==> src/rtl/core/ephm_pkg.sv <==
`timescale 1ns / 1ps

package ephm_pkg;

	localparam int NUM_PHRASES = 9;
	localparam int VEC_W       = 26;
	localparam int CHAR_W      = 8;
	localparam int TYPE_LEN    = 21;
	localparam int TPOS_W      = 5;
	localparam int QUEUE_DEPTH = 4;
	localparam int QPTR_W      = 2;
	localparam int QCNT_W      = 3;

	// input kind codes
	localparam logic [1:0] KIND_MSG    = 2'd0;
	localparam logic [1:0] KIND_TYPE   = 2'd1;
	localparam logic [1:0] KIND_ABSENT = 2'd2;

	// classified operation codes
	localparam logic [1:0] OP_TYPE   = 2'd0;
	localparam logic [1:0] OP_MSG    = 2'd1;
	localparam logic [1:0] OP_ABSENT = 2'd2;

	// expected error-type name, lower case
	localparam logic [CHAR_W*TYPE_LEN-1:0] TYPE_TEXT = {"invalid_", "request_", "error"};

	typedef struct packed {
		logic [1:0]        kind;
		logic [CHAR_W-1:0] char_byte;
		logic              byte_valid;
		logic              last;
	} item_t;

	typedef struct packed {
		logic context_error;
		logic by_type_rule;
	} verdict_t;

	typedef struct packed {
		logic [1:0]        op;
		logic              has_char;
		logic              last;
		logic [CHAR_W-1:0] ch;
	} cls_word_t;

	typedef struct packed {
		logic full;
		logic empty;
	} q_status_t;

	function automatic logic [CHAR_W-1:0] fold_char(input logic [CHAR_W-1:0] c);
		logic [CHAR_W-1:0] r;
		r = c;
		if (c >= 8'h41 && c <= 8'h5A) begin
			r = c + 8'h20;
		end
		return r;
	endfunction

	function automatic int phrase_len(input int p);
		int len;
		case (p)
			0: len = 22;
			1: len = 14;
			2: len = 6;
			3: len = 15;
			4: len = 26;
			5: len = 11;
			6: len = 26;
			7: len = 20;
			8: len = 17;
			default: len = 1;
		endcase
		return len;
	endfunction

	// text is right aligned: first character sits in the highest used byte
	function automatic logic [CHAR_W*VEC_W-1:0] phrase_text(input int p);
		logic [CHAR_W*VEC_W-1:0] t;
		case (p)
			0: t = "maximum context length";
			1: t = "context length";
			2: t = "tokens";
			3: t = "too many tokens";
			4: t = "exceeded model token limit";
			5: t = "token limit";
			6: t = "contextwindowexceedederror";
			7: t = "context window error";
			8: t = "input is too long";
			default: t = '0;
		endcase
		return t;
	endfunction

	// bit i set where character i of phrase p equals c
	function automatic logic [VEC_W-1:0] phrase_sel(input int p, input logic [CHAR_W-1:0] c);
		logic [VEC_W-1:0]        sel;
		logic [CHAR_W*VEC_W-1:0] txt;
		int                      len;
		sel = '0;
		txt = phrase_text(p);
		len = phrase_len(p);
		for (int i = 0; i < VEC_W; i++) begin
			if (i < len) begin
				if (txt[(len-1-i)*CHAR_W +: CHAR_W] == c) begin
					sel[i] = 1'b1;
				end
			end
		end
		return sel;
	endfunction

	function automatic logic [CHAR_W-1:0] type_char(input logic [TPOS_W-1:0] pos);
		logic [CHAR_W-1:0] r;
		r = '0;
		if (int'(pos) < TYPE_LEN) begin
			r = TYPE_TEXT[(TYPE_LEN-1-int'(pos))*CHAR_W +: CHAR_W];
		end
		return r;
	endfunction

endpackage

==> src/rtl/core/error_phrase_multi_pattern_matcher.sv <==
`timescale 1ns / 1ps

// Context-length error phrase detector. Feed an optional error-type string
// (kind 1) and then the message (kind 0), one byte per word; last marks the
// end of each string, and a word with byte_valid low is an empty-string
// marker. A-Z are folded to lower case. At the last message word one verdict
// word comes out: context_error is set if a known context-length phrase was
// seen, or if the type string was exactly the expected error-type name
// (TYPE_TEXT in the package) and "tokens" was seen (by_type_rule then tells
// that the type rule alone fired). Kind 2 (message absent) gives a false
// verdict; kind 3 is ignored. All match state clears after each verdict.
// Throughput is one word per clock: the classifier takes a word every cycle
// while the 4-deep queue has room, and the matcher retires one queued word
// per cycle with all nine shift-and vectors updated in one step. With the
// queue empty and the verdict register free, the last word passes the queue
// and then the verdict register, raising verdict_valid. While a verdict waits
// to be taken, words that do not end a message keep flowing; only the next
// ending word holds in the queue and the input stalls once the queue is full.

module error_phrase_multi_pattern_matcher (
	input  logic               clk,
	input  logic               arst_n,
	input  logic               item_valid,
	output logic               item_stall,
	input  ephm_pkg::item_t    item,
	output logic               verdict_valid,
	input  logic               verdict_stall,
	output ephm_pkg::verdict_t verdict
);

	ephm_pkg::q_status_t q_status;
	ephm_pkg::cls_word_t push_word;
	ephm_pkg::cls_word_t pop_word;
	logic                push;
	logic                pop;

	// front: classify and fold, drop words that change nothing
	ephm_front u_front (
		.item_valid (item_valid),
		.item_stall (item_stall),
		.item       (item),
		.q_status   (q_status),
		.push       (push),
		.push_word  (push_word)
	);

	// decoupling queue between classifier and matcher
	ephm_queue u_queue (
		.clk       (clk),
		.arst_n    (arst_n),
		.push      (push),
		.push_word (push_word),
		.pop       (pop),
		.pop_word  (pop_word),
		.q_status  (q_status)
	);

	// back: shift-and matcher, type compare, verdict register
	ephm_back u_back (
		.clk           (clk),
		.arst_n        (arst_n),
		.q_status      (q_status),
		.pop_word      (pop_word),
		.pop           (pop),
		.verdict_valid (verdict_valid),
		.verdict_stall (verdict_stall),
		.verdict       (verdict)
	);

endmodule

==> src/rtl/core/ephm_front.sv <==
`timescale 1ns / 1ps

module ephm_front (
	input  logic                item_valid,
	output logic                item_stall,
	input  ephm_pkg::item_t     item,
	input  ephm_pkg::q_status_t q_status,
	output logic                push,
	output ephm_pkg::cls_word_t push_word
);

	logic keep;

	assign item_stall = q_status.full;

	// drop items that change nothing: undefined kind, empty type marker,
	// message marker without last
	always_comb begin
		keep               = 1'b0;
		push_word.op       = ephm_pkg::OP_MSG;
		push_word.has_char = item.byte_valid;
		push_word.last     = item.last;
		push_word.ch       = ephm_pkg::fold_char(item.char_byte);
		case (item.kind)
			ephm_pkg::KIND_MSG: begin
				push_word.op = ephm_pkg::OP_MSG;
				keep         = item.byte_valid | item.last;
			end
			ephm_pkg::KIND_TYPE: begin
				push_word.op = ephm_pkg::OP_TYPE;
				keep         = item.byte_valid;
			end
			ephm_pkg::KIND_ABSENT: begin
				push_word.op = ephm_pkg::OP_ABSENT;
				keep         = 1'b1;
			end
			default: begin
				keep = 1'b0;
			end
		endcase
	end

	assign push = item_valid & ~q_status.full & keep;

endmodule

==> src/rtl/core/ephm_queue.sv <==
`timescale 1ns / 1ps

module ephm_queue (
	input  logic                clk,
	input  logic                arst_n,
	input  logic                push,
	input  ephm_pkg::cls_word_t push_word,
	input  logic                pop,
	output ephm_pkg::cls_word_t pop_word,
	output ephm_pkg::q_status_t q_status
);

	ephm_pkg::cls_word_t             mem_q [ephm_pkg::QUEUE_DEPTH];
	logic [ephm_pkg::QPTR_W-1:0]     wr_ptr_q;
	logic [ephm_pkg::QPTR_W-1:0]     rd_ptr_q;
	logic [ephm_pkg::QCNT_W-1:0]     cnt_q;

	always_ff @(posedge clk) begin
		if (push) begin
			mem_q[wr_ptr_q] <= push_word;
		end
	end

	always_ff @(posedge clk or negedge arst_n) begin
		if (!arst_n) begin
			wr_ptr_q <= '0;
			rd_ptr_q <= '0;
			cnt_q    <= '0;
		end else begin
			if (push) begin
				wr_ptr_q <= wr_ptr_q + 1'b1;
			end
			if (pop) begin
				rd_ptr_q <= rd_ptr_q + 1'b1;
			end
			case ({push, pop})
				2'b10:   cnt_q <= cnt_q + 1'b1;
				2'b01:   cnt_q <= cnt_q - 1'b1;
				default: cnt_q <= cnt_q;
			endcase
		end
	end

	assign pop_word       = mem_q[rd_ptr_q];
	assign q_status.full  = (cnt_q == ephm_pkg::QCNT_W'(ephm_pkg::QUEUE_DEPTH));
	assign q_status.empty = (cnt_q == '0);

endmodule

==> src/rtl/core/ephm_back.sv <==
`timescale 1ns / 1ps

module ephm_back (
	input  logic                clk,
	input  logic                arst_n,
	input  ephm_pkg::q_status_t q_status,
	input  ephm_pkg::cls_word_t pop_word,
	output logic                pop,
	output logic                verdict_valid,
	input  logic                verdict_stall,
	output ephm_pkg::verdict_t  verdict
);

	logic [ephm_pkg::VEC_W-1:0]       vec_q  [ephm_pkg::NUM_PHRASES];
	logic [ephm_pkg::VEC_W-1:0]       vec_nx [ephm_pkg::NUM_PHRASES];
	logic [ephm_pkg::NUM_PHRASES-1:0] seen_q;
	logic [ephm_pkg::NUM_PHRASES-1:0] seen_nx;
	logic [ephm_pkg::TPOS_W-1:0]      tpos_q;
	logic                             tmis_q;
	logic                             out_valid_q;
	ephm_pkg::verdict_t               out_q;

	logic is_msg, is_type, is_absent, is_end, emit;
	logic phrase_rule, type_ok, type_rule;

	// only a word that ends a message waits for the verdict register
	assign pop       = ~q_status.empty & (~is_end | ~out_valid_q | ~verdict_stall);
	assign is_msg    = (pop_word.op == ephm_pkg::OP_MSG);
	assign is_type   = (pop_word.op == ephm_pkg::OP_TYPE);
	assign is_absent = (pop_word.op == ephm_pkg::OP_ABSENT);
	assign is_end    = is_absent | (is_msg & pop_word.last);
	assign emit      = pop & is_end;

	// shift-and step for all phrases on the current character
	always_comb begin
		seen_nx = seen_q;
		for (int p = 0; p < ephm_pkg::NUM_PHRASES; p++) begin
			vec_nx[p] = vec_q[p];
			if (pop_word.has_char) begin
				vec_nx[p] = {vec_q[p][ephm_pkg::VEC_W-2:0], 1'b1}
					& ephm_pkg::phrase_sel(p, pop_word.ch);
				if (vec_nx[p][ephm_pkg::phrase_len(p)-1]) begin
					seen_nx[p] = 1'b1;
				end
			end
		end
	end

	assign phrase_rule = seen_nx[0] | (seen_nx[1] & seen_nx[2]) | (|seen_nx[8:3]);
	assign type_ok     = (tpos_q == ephm_pkg::TPOS_W'(ephm_pkg::TYPE_LEN)) & ~tmis_q;
	assign type_rule   = ~phrase_rule & type_ok & seen_nx[2];

	always_ff @(posedge clk or negedge arst_n) begin
		if (!arst_n) begin
			for (int p = 0; p < ephm_pkg::NUM_PHRASES; p++) begin
				vec_q[p] <= '0;
			end
			seen_q <= '0;
			tpos_q <= '0;
			tmis_q <= 1'b0;
		end else if (pop) begin
			if (emit) begin
				for (int p = 0; p < ephm_pkg::NUM_PHRASES; p++) begin
					vec_q[p] <= '0;
				end
				seen_q <= '0;
				tpos_q <= '0;
				tmis_q <= 1'b0;
			end else if (is_msg) begin
				for (int p = 0; p < ephm_pkg::NUM_PHRASES; p++) begin
					vec_q[p] <= vec_nx[p];
				end
				seen_q <= seen_nx;
			end else if (is_type) begin
				if (int'(tpos_q) < ephm_pkg::TYPE_LEN
						&& ephm_pkg::type_char(tpos_q) == pop_word.ch) begin
					tpos_q <= tpos_q + 1'b1;
				end else begin
					tmis_q <= 1'b1;
				end
			end
		end
	end

	always_ff @(posedge clk or negedge arst_n) begin
		if (!arst_n) begin
			out_valid_q <= 1'b0;
		end else if (emit) begin
			out_valid_q <= 1'b1;
		end else if (~verdict_stall) begin
			out_valid_q <= 1'b0;
		end
	end

	always_ff @(posedge clk) begin
		if (emit) begin
			out_q.context_error <= is_absent ? 1'b0 : (phrase_rule | type_rule);
			out_q.by_type_rule  <= is_absent ? 1'b0 : type_rule;
		end
	end

	assign verdict_valid = out_valid_q;
	assign verdict       = out_q;

endmodule

==> config.mk <==
export PLATFORM = sky130hd
export DESIGN_NAME = error_phrase_multi_pattern_matcher
export DESIGN_NICKNAME = d
export VERILOG_FILES = /design/src/rtl/core/ephm_pkg.sv /design/src/rtl/core/error_phrase_multi_pattern_matcher.sv /design/src/rtl/core/ephm_front.sv /design/src/rtl/core/ephm_queue.sv /design/src/rtl/core/ephm_back.sv
export SDC_FILE = /design/constraint.sdc
export NUM_CORES = 1
export LEC_CHECK = 0
export BUFFER_PORTS_ARGS = -buffer_cell sky130_fd_sc_hd__buf_2
export CAP_MARGIN = 20
export CORE_MARGIN = 2
export CORE_UTILIZATION = 55
export DETAILED_ROUTE_END_ITERATION = 12
export GPL_TIMING_DRIVEN = 1
export PLACE_DENSITY = 0.85
export SLEW_MARGIN = 30
export SYNTH_ARGS = -nofsm -noshare
export SYNTH_HDL_FRONTEND = slang
export SYNTH_SLANG_ARGS = --single-unit
==> constraint.sdc <==
create_clock -name clk -period 3.6 [get_ports clk]
set_clock_uncertainty 0.2 [all_clocks]
set_input_delay 0.18 -clock clk [delete_from_list [all_inputs] [get_ports clk]]
set_output_delay 0.18 -clock clk [all_outputs]
set_load 0.05 [all_outputs]
Word-level counts from Yosys, hierarchy flattened
Memory sizes are Yosys's and may differ from the RTL's. Cells that the tools add are included.

Shift operators: 235. Add/subtract/negate cells: 215. Reduce and logical (&&, ||, !) cells: 15. Eq/ne operators: 246. $lt $le $gt $ge: 219. Multiplexer cells: 798. Bitwise logic cells: 32.

Operators by type and width (number): $shiftx 208x32->8 (234); $lt 6x32->1 const A (80); $sub 29x6->29 const B (80); $lt 5x32->1 const A (64); $eq 8x8->1 (235); $mux 208 (9); $sub 29x5->29 const B (64); $lt 4x32->1 const A (32); $sub 29x4->29 const B (32); $mux 1 (746); $lt 3x32->1 const A (16); $mux 233 (2); $sub 29x3->29 const B (16); $lt 1x32->1 const A (8); $lt 2x32->1 const A (8); $lt 32x7->1 const B (8); $mux 32 (8); $sub 32x2->32 const B (8); $and 26x26->26 (9); $sub 29x2->29 const B (8); $mux 26 (8); $shiftx 168x32->8 const A (1); $mux 8 (6); $bmux 1 s5 (9); other kinds (32) (69).

Word-level logic and storage cells: 1779. Flip-flop bits (word level): 250. Memories kept: 1. Memory bits (writable): 48. Input bits: 16. Output and inout bits: 4.

Memories: u_queue.mem_q (words 4, bits a word 12, read ports 1, clocked after memory_dff 0, write ports 1, RTL line ephm_queue.sv:13) `ephm_pkg::cls_word_t mem_q [ephm_pkg::QUEUE_DEPTH];`.

Logic depth before layout (Yosys ltp)
An unclocked memory read counts as a cell.

Depth in word-level cells: 22. Depth in mapped cells: 15. Gate-level depth less buffers: 13.

Hierarchy
Synthesis repeated with hierarchy kept, for this count alone.

Cell total of the unflattened synthesis: 692. Area total of the unflattened synthesis: 8887.3 um2.

By module, submodules not included: ephm_back (area each 6477.5 um2, cells each 560, sequential area each 3613.5 um2, times used 1); ephm_queue (area each 2158.3 um2, cells each 99, sequential area each 1616.6 um2, times used 1); ephm_front (area each 251.5 um2, cells each 33, sequential area each 0.0 um2, times used 1).

Worst setup path before layout
No wires, ideal clock.

Path type: register to register. From: register u_back.tpos_q[0] (netlist name). To: register u_back.tpos_q[3] (netlist name). Data arrival time: 3400 ps. Path slack: -93 ps. Cell stages (with the launch flop): 15. Clock period less this slack: 3693 ps. Required time: 3306 ps. Buffers on the path: 4. Path through: dfrtp_1 > buf_2 > buf_2 > inv_1 > ha_1 > buf_2 > buf_2 > a22oi_1 > o21ai_0 > nor2_1 > or4b_2 > nand3_1 > nand4b_4 > or3_1 > a211oi_1.

Longest elaborated chain between the ends: 11. Elaborated cells on any way between the ends: 17. Classes of those cells: 2 x add/sub; 1 x order compare; 1 x eq/ne; 1 x shift; 9 x mux; 3 x reduce/logical.

RTL lines: start, declared (RTL line ephm_back.sv:18) `logic [ephm_pkg::TPOS_W-1:0] tpos_q;`; start signal, assigned (RTL line ephm_back.sv:77) `tpos_q <= tpos_q + 1'b1;`; $sub 5x5->6 (RTL line ephm_pkg.sv:117) `r = TYPE_TEXT[(TYPE_LEN-1-int'(pos))*CHAR_W +: CHAR_W];`; $shiftx 168x32->8 (RTL line ephm_pkg.sv:117); $mux 8 (RTL line ephm_pkg.sv:116) `if (int'(pos) < TYPE_LEN) begin`; $mux 8 (RTL line ephm_back.sv:74) `end else if (is_type) begin`; $mux 8 (RTL line ephm_back.sv:69) `end else if (is_msg) begin`; $mux 8 (RTL line ephm_back.sv:62) `if (emit) begin`; $mux 8 (RTL line ephm_back.sv:61) `end else if (pop) begin`; $eq 8x8->1 (RTL line ephm_back.sv:76) `&& ephm_pkg::type_char(tpos_q) == pop_word.ch) begin`; $logic_and 1x1->1 (RTL line ephm_back.sv:76); $reduce_bool 2->1 (no line); $reduce_and 4->1 (no line).

Several ways; a longest one is shown, not always the timed one. The select of a mux whose other input is x is not followed. A chain may end at the register's enable or synchronous reset.

Worst setup path after layout
From: register u_back.tpos_q[1] (netlist name). To: register u_back.tpos_q[3] (netlist name).

The elaborated chain is that of the path after synthesis.

==> summary.md <==
| Metric | Value |
|---|---|
| Status | finished, final reports clean |
| Total negative slack | 0 ns |
| Final std cells w/o fill | around 960 |
| Worst-path clk slew | ~0.070 ns |
| Largest family of logic cells by synthesized area | compound AO/OA/AOI/OAI gates |
| Yosys reg bits | approximately 200 |
| Via count | just over 6000 |
| Die area | between 15000 and 20000 um^2 |
| GPL Wtd Cong | slightly below 0.9 |
| Final min period | between 3 and 4 ns |
| Worst vdd ir | 0.0005654 V |
| Most frequent cells in the layout | dfrtp_1, a22o_1, edfxtp_1, nand2_1, nor2_1 |
| Max Fanout on Critical Path | 14 |
| Global router's overall resource usage | roughly a quarter |
| Max Freq | between 0.2 and 0.3 GHz |
| Via density | about 6.5 |
| Crit-path cells | inv_1, ha_4, a211o_1, a31o_1, a41oi_1, o21ai_1, or4b_2, nand3_2, nand4b_4, or3_1, a211oi_1 |
| Hold Path Origin | item[11] |
| Largest net degree at the start of global routing | 83 |
| EDFF count, synth | 50 |
| I/O Pins | 20 |
| Number of CTS-inserted buffers | 17 |
| # DRC | 0 |
| Clk sink count | slightly below 200 |
| Tcrit/Tclk final | between 90% and 100% |
| Post-synthesis adder-cell area fraction | approximately 2.2% |
| GRT Residual Overflow | 0 |
| Syn Nets | 716 |
| Reg2Reg Capture Point | u_back.tpos_q[3] |
| Die W | between 100 and 150 um |
| Drt wl/cell | ~21 um |
| Hold Crit Class | input port to flip-flop |
| Worst EP arrival | ~3.6 ns |
| Leak | 4.383 nW |
| Ant. Diodes | 0 |
| CTS tree | yes |
| First-pass GRT wire length | about 32000 um |
| Setup CP Type | flip-flop to flip-flop |
| R2R Path Start | u_back.tpos_q[1] |
| Asr flop ratio synth | between 70% and 80% |
| Max Slew Vio Count | 0 |
| Antenna Violating Nets Remaining | 0 |
| Sequential-to-total area share from yosys stat | ~60% |
| Drt initial violations | approximately 660 |
| Worst-margin pin slew | 0.7643 ns |
| Die Ht | roughly 130 um |
| Buf+Inv Stages, Crit Path | 1 |
| Synth Area in Simple Gates | 9.633% |
| Max-cap viol count | 0 |
| Multi-input gate area | about 3300 um^2 |
| Placement Cell Area | a little over 9000 um^2 |
| Final Net Count | around 760 |
| Postcts setup bufs | 0 |
| Mux cell area share after synthesis | roughly 3.2% |
| CP delay by family, top | simple AND/OR/NAND/NOR gates |
| CP max-delay cell | or4b_2 |
| XOR/XNOR Fraction of Synth Area | under 10% |
| Initial antenna violation count | 0 |
| Final Hold Fails | 0 |
| R2r setup slk | approximately 0.16 ns |
| Hold depth | 2 |
| PD cells | just over 700 nW/um^2 |
| Initial Util | between 50% and 60% |
| Final instance area | about 10000 um^2 |
| Post-Place Cells | a little over 900 |
| Startpoint type of the worst setup path | flip-flop |
| Fillers | around 1100 |
| CP endpoint kind | flip-flop |
| Post-Route WL | approximately 20000 um |
| Final hold slack | 0.03723 ns |
| DP HPWL | 12750 um |
| Reg area | 5231 um^2 |
| Slew HR | ~49% |
| Synth Area in Compound Gates | 20.48% |
| Commonest non-fill, non-tap cell in the layout | dfrtp_1 |
| Synth cell types | 73 |
| # H-tree levels | 4 |
| Slowest stage delay, CP | 0.68 ns |
| CORE AREA | 15710 um^2 |
| Required time worst endpoint | 3.75 ns |
| Post-Syn Area per Cell | about 13 um^2 |
| Worst-case clock buffer depth | 2 |
| Setup violators final | 0 |
| Clock latency on the worst-skew pair | between 0.4 and 0.5 ns |
| Root buf cell | clkbuf_16 |
| Synthesized area | 8767 um^2 |
| Vias in the first global route | 6071 |
| Layout cells sized above 1 | approximately 16% |
| Reg2Reg Depth | 11 |
| Yosys warnings | 0 |
| I/O Buffers | 19 |
| Pre-antenna DRT Iters | 6 |
| Synth Instances | about 700 |
| Worst hold endpoint | u_queue.mem_q[3][11] |
| Row count | 46 |
| RSZ-0062 raised after global routing | true |
| Area growth syn-to-layout | 13.59% |
| Top FF cell, synth | dfrtp_1 |
worst register-to-register path, stage by stage (launching register included):
cell	delay [ns]
dfrtp_2	0.40
inv_1	0.14
ha_4	0.27
a211o_1	0.31
a31o_1	0.22
a41oi_1	0.20
o21ai_1	0.13
or4b_2	0.68
nand3_2	0.13
nand4b_4	0.10
or3_1	0.35
a211oi_1	0.23
power breakdown:
part	switching (mW)	internal, mW	leakage (nW)	total (mW)
Clock	0.844	1.04	0.294	1.89
Sequential	0.0883	2.44	2.52	2.53
Combinational	1.78	1.01	1.57	2.80
Total	2.71	4.50	4.38	7.21
layer usage:
layer  GRT usage (%)  wire, um  vias to the layer above
met5               0         0                        -
met4           10.37       622                        0
met3           5.125      1334                       63
met2           39.51      9680                      284
met1           34.20      8313                     3131
li1                -         -                     2697
area by class of cell:
class | instances | share of cell area, %
clock buffer | 21 | 4.837
clock inverter | 11 | 1.131
inverter | 18 | 0.6785
multi-input combinational | 425 | 32.87
sequential | 199 | 52.53
tap | 216 | 2.714
timing repair buffer | 66 | 5.239
logic make-up (layout without fill, tap and decap cells):
family	Yosys count	count (layout)
adders and majority gates	15	15
xor gates and xnor gates	14	14
AOI/OAI and AO/OA	224	224
buffers and inverters	61	116
and+or+nand+nor	159	159
DFF	199	199
muxes	13	13
registers in the layout (all words and copies together), names as in the netlist:
signal	count
u_queue.rd_ptr_q	2
u_back.tmis_q	1
u_back.verdict	2
u_queue.cnt_q	3
u_back.verdict_valid	1
u_back.seen_q	9
u_back.vec_q	126
u_queue.wr_ptr_q	2
u_queue.mem_q	48
u_back.tpos_q	5
how the worst max path moves through the flow:
stage,from,depth (start not counted),slack (ns),end
6_report,u_back.tpos_q[1],11,0.16,u_back.tpos_q[3]
5_1_grt,u_back.tpos_q[1],12,-0.07,u_back.tpos_q[3]
4_1_cts,u_back.tpos_q[1],11,0.09,u_back.tpos_q[3]
3_5_place_dp,u_back.tpos_q[1],11,0.10,u_back.tpos_q[3]
3_3_place_gp,u_back.tpos_q[1],11,0.14,u_back.tpos_q[3]
2_1_floorplan,u_back.tpos_q[0],13,0.03,u_back.tpos_q[3]
synth_stat cells (all sizes together), types with 4 or more instances:
cell type  instances  share of area (%)
a211oi             4               0.34
a21o               8               0.69
a21oi             22                1.3
a22o             119                 12
a22oi              5               0.43
and2               9               0.64
and3               7               0.50
buf               24                1.7
clkbuf            19               0.81
dfrtp            149                 43
edfxtp            50                 17
ha                14                2.0
inv               17               0.73
mux4              12                3.1
nand2             40                1.7
nand3             14               0.80
nor2              38                1.6
nor2b             13                1.0
nor3               7               0.40
nor4b              4               0.47
o21ai             18                1.1
o31ai             11               0.94
or3                4               0.34
or4                4               0.39
xnor2              9               0.90
xor2               5               0.59
per-stage QoR:
stage	setup WS (ns)	util, %	total power [mW]
floorplan	0.02552	-	4.572
global placement	0.1399	58.75	5.156
detailed placement	0.1027	58.75	5.258
CTS	0.08860	63.30	7.154
global route	-0.06745	63.38	7.574
finish	0.1579	63.38	7.211
repair_timing:
| action | 4_1_cts | 5_1_grt |
|---|---|---|
| endpoints found under the hold margin | 122 | 0 |
| hold buffers | 12 | 0 |
| setup endpoints to repair | 0 | 3 |
| gates resized for setup | 0 | 2 |
Power figures use the tool's default switching activity.
